--- src/rtl/isu_cpl_mem.sv ---
`timescale 1ns / 1ps
// ----------------------------------------------------------------------------
// isu_cpl_mem: coupling memory
// One write port, one read port with registered read data.
// ----------------------------------------------------------------------------
module isu_cpl_mem #(
  parameter int ADDR_W = 8,
  parameter int DATA_W = 16
) (
  input  logic              clk,
  input  logic              wr_en,
  input  logic [ADDR_W-1:0] wr_addr,
  input  logic [DATA_W-1:0] wr_data,
  input  logic              rd_en,
  input  logic [ADDR_W-1:0] rd_addr,
  output logic [DATA_W-1:0] rd_data
);

  localparam int DEPTH = 1 << ADDR_W;

  logic [DATA_W-1:0] mem [0:DEPTH-1];
  logic [DATA_W-1:0] rd_data_r;

  // write port
  always_ff @(posedge clk) begin
    if (wr_en) begin
      mem[wr_addr] <= wr_data;
    end
  end

  // registered read port
  always_ff @(posedge clk) begin
    if (rd_en) begin
      rd_data_r <= mem[rd_addr];
    end
  end

  assign rd_data = rd_data_r;

endmodule

--- config.mk ---
export PLATFORM = sky130hd
export DESIGN_NAME = isu_cpl_mem
export DESIGN_NICKNAME = d
export VERILOG_FILES = /design/src/rtl/isu_cpl_mem.sv
export SDC_FILE = /design/constraint.sdc
export NUM_CORES = 2
export LEC_CHECK = 0
export BUFFER_PORTS_ARGS = -buffer_cell sky130_fd_sc_hd__buf_2
export CORE_MARGIN = 5
export CORE_UTILIZATION = 41
export CTS_BUF_LIST = sky130_fd_sc_hd__clkbuf_8 sky130_fd_sc_hd__clkbuf_16
export CTS_CLUSTER_DIAMETER = 30
export DETAILED_ROUTE_END_ITERATION = 8
export PLACE_DENSITY = 0.64
export SLEW_MARGIN = 20
export SYNTH_ARGS = -nofsm -noshare
export SYNTH_HDL_FRONTEND = slang
export SYNTH_SLANG_ARGS = --single-unit
--- constraint.sdc ---
create_clock -name clk -period 3.65 [get_ports clk]
set_input_delay 0.73 -clock clk [delete_from_list [all_inputs] [get_ports clk]]
set_output_delay 0.73 -clock clk [all_outputs]
set_load 0.05 [all_outputs]
==> out/results.txt <==
Die Y - 632 µm
worst path required time - 4.35 ns
later-pin clock latency in the skew report - 1.01 ns
Worst Skew - 0.0409 ns
Nets - 8469
failing checks - negative setup slack
GRT Total Usage - 21.0%
routability congestion estimate from global placement - 0.879
CTS tree - built
worst hold slack - 0.115 ns
PwrDens - 611 mW/mm²
row count - 228
CP arrival - 4.37 ns
Pint - 92.2 mW
Post-synth EDFFs - 4112
# Max-Cap Violations - 0
Final period util - 100%
IO Count - 51
cell taking the most area after synthesis - edfxtp_1
final WL - 427 mm
Finished Core Util - 50.0%
RSZ-0062 raised after global routing - false
Syn-to-layout area delta - 21.4%
worst vdd ir - 0.000446 V
Non-Filler Instances - 14.1k
Gate power share - 4.5%
Cell variety after synth - 51
Placed Cells incl. Taps - 13.0k
initial antenna violation count - 28
Worst-Margin Slew - 1.26 ns
vias in the first global route - 82.4k
core area - 0.386 mm²
Initial Util - 41.2%
worst-path fanout max - 21
achievable frequency - 0.273 GHz
DRC - 0
TritonCTS buffer count - 625
Die W - 632 µm
#FFs+latches synth - 4112
Startpoint Class - input port
relative slew slack - 16.1%
Clock Power Share - 51.2%
clock root buffer - clkbuf_16
Synthesized Nets - 7395
final global-route overflow total - 0
routed vias/inst - 5.80
Setup-failing EPs final - 1
drt pass-1 iters - 5
P_leak - 63.3 nW
fin crit period - 3.67 ns
largest net degree at the start of global routing - 134
Seq pwr share - 44.3%
P_sw - 25.8 mW
Hold/Removal Path Class - input port to flip-flop
sw frac - 21.9%
Final HPWL DP - 264 mm
post-route ant nets - 0
IO Port Bufs - 50
Cells after Synth - 7360
Clock Path Buffers - 4
via count - 82.1k
post-synthesis sequential area ratio - 77.7%
initial DRC count - 10.1k
post-route setup slack - -0.0168 ns
max-slew violations - 0
die area - 0.400 mm²
Post-CTS Hold Buffers - 0
synthesis warning total - 0
Hold Vio Cnt, Final - 0
Setup Buffers After CTS - 0
critical setup path kind - input port to flip-flop
first-pass GRT wire length - 611 mm
top post-synthesis cells by area - edfxtp_1 (78%), mux4_2 (11%), mux2i_1 (3.6%)
# clock sinks - 4112
top_reg_cell synth - edfxtp_1
Netlist Area Pre-Place - 0.159 mm²
routed length per instance - 30.2 µm
htree depth - 6
Reg clk slew, reported paths - 0.06 ns
syn avg cell area - 21.6 µm²
post-cts repair resize count - 0
Synth top area share - 77.7%
Async SR Flop Fraction - 0%
Tot Pwr - 118 mW
fraction of layout cells with a size suffix above 1 - 32.4%
top-count cell post-synth - edfxtp_1
setup TNS - -0.0168 ns
critical path endpoint category - flip-flop
most common library cells after synthesis - edfxtp_1 (4112), mux4_2 (797), mux2i_1 (565), nor2_1 (304), o221ai_1 (252)
status - finished with violations
==> kinds of logic after synthesis <==
group                  count (synthesis)  share of synthesized area, %
muxes                               1450                          15.5
AOI/OAI and AO/OA                    786                          3.53
and+or+nand+nor                      556                          1.57
DFF                                 4112                          77.7
buffers and inverters                456                          1.69
==> registers in the layout (all words and copies together), names as in the netlist <==
| name | flops |
|---|---|
| rd_data | 16 |
| mem | 4096 |
==> stage by stage <==
stage	instance area, µm²	setup WS (ns)
after floorplan	159000	0.671
after global placement	171000	-0.860
after detailed placement	171000	-0.942
after CTS	193000	0.0648
after global routing	193000	0.0716
final	193000	-0.0168
==> final cells by class <==
type	count	area [µm²]
clock inverter	512	5650
tap	5175	6470
fill	30011	193000
timing repair buffer	899	8280
inverter	4	27.5
antenna	13	32.5
sequential	4112	123000
multi-input combinational	2792	33000
clock buffer	640	16000
==> placed cells by master, fill, tap and decap left out, types with 89 or more instances in the layout <==
cell / Yosys / final
a21oi_1: 175 / 175
clkbuf_16: 0 / 640
edfxtp_1: 4112 / 4112
mux2i_1: 565 / 565
buf_4: 26 / 734
mux4_2: 797 / 797
o22ai_1: 148 / 148
nor2_1: 304 / 247
nor3_1: 92 / 89
buf_12: 5 / 117
o221ai_1: 252 / 252
==> worst max-delay path, stage by stage <==
cell,delay (ns)
buf_12,0.22
buf_12,0.23
buf_12,0.21
buf_12,0.22
buf_4,0.20
mux2i_1,0.09
o221ai_1,0.34
o22ai_1,0.15
a21oi_1,0.73
nand4_1,0.42
nor4_1,0.72
==> power by group through the flow <==
| stage | sequential, mW | clock [mW] | combinational, mW |
|---|---|---|---|
| after floorplan | 53.2 | 0 | 2.57 |
| after global placement | 53.2 | 0 | 5.19 |
| after detailed placement | 53.2 | 0 | 5.29 |
| after CTS | 52.2 | 61.1 | 5.31 |
| after global routing | 52.2 | 63.5 | 5.54 |
| final | 52.2 | 60.4 | 5.31 |
==> final timing paths <==
check / slack [ns] / end / depth (start not counted) / from
setup reg to reg: 0.58 / rd_data[14] / 6 / mem[211][14]
hold reg to reg: 1.18 / rd_data[15] / 6 / mem[216][15]
hold / removal: 0.12 / mem[241][3] / 1 / wr_data[3]
setup / recovery: -0.02 / rd_data[14] / 11 / rd_addr[0]
==> layer usage <==
layer  vias to the layer above  global-route usage, %  part of all wire [%]
met5                         -                      0                 0.030
met4                        20                   7.54                   3.9
met3                       779                   4.65                   9.1
met2                      4184                   34.0                    48
met1                     43362                   28.2                    39
li1                      33719                      -                     -
No activity file was read; power rests on OpenSTA's default activity.
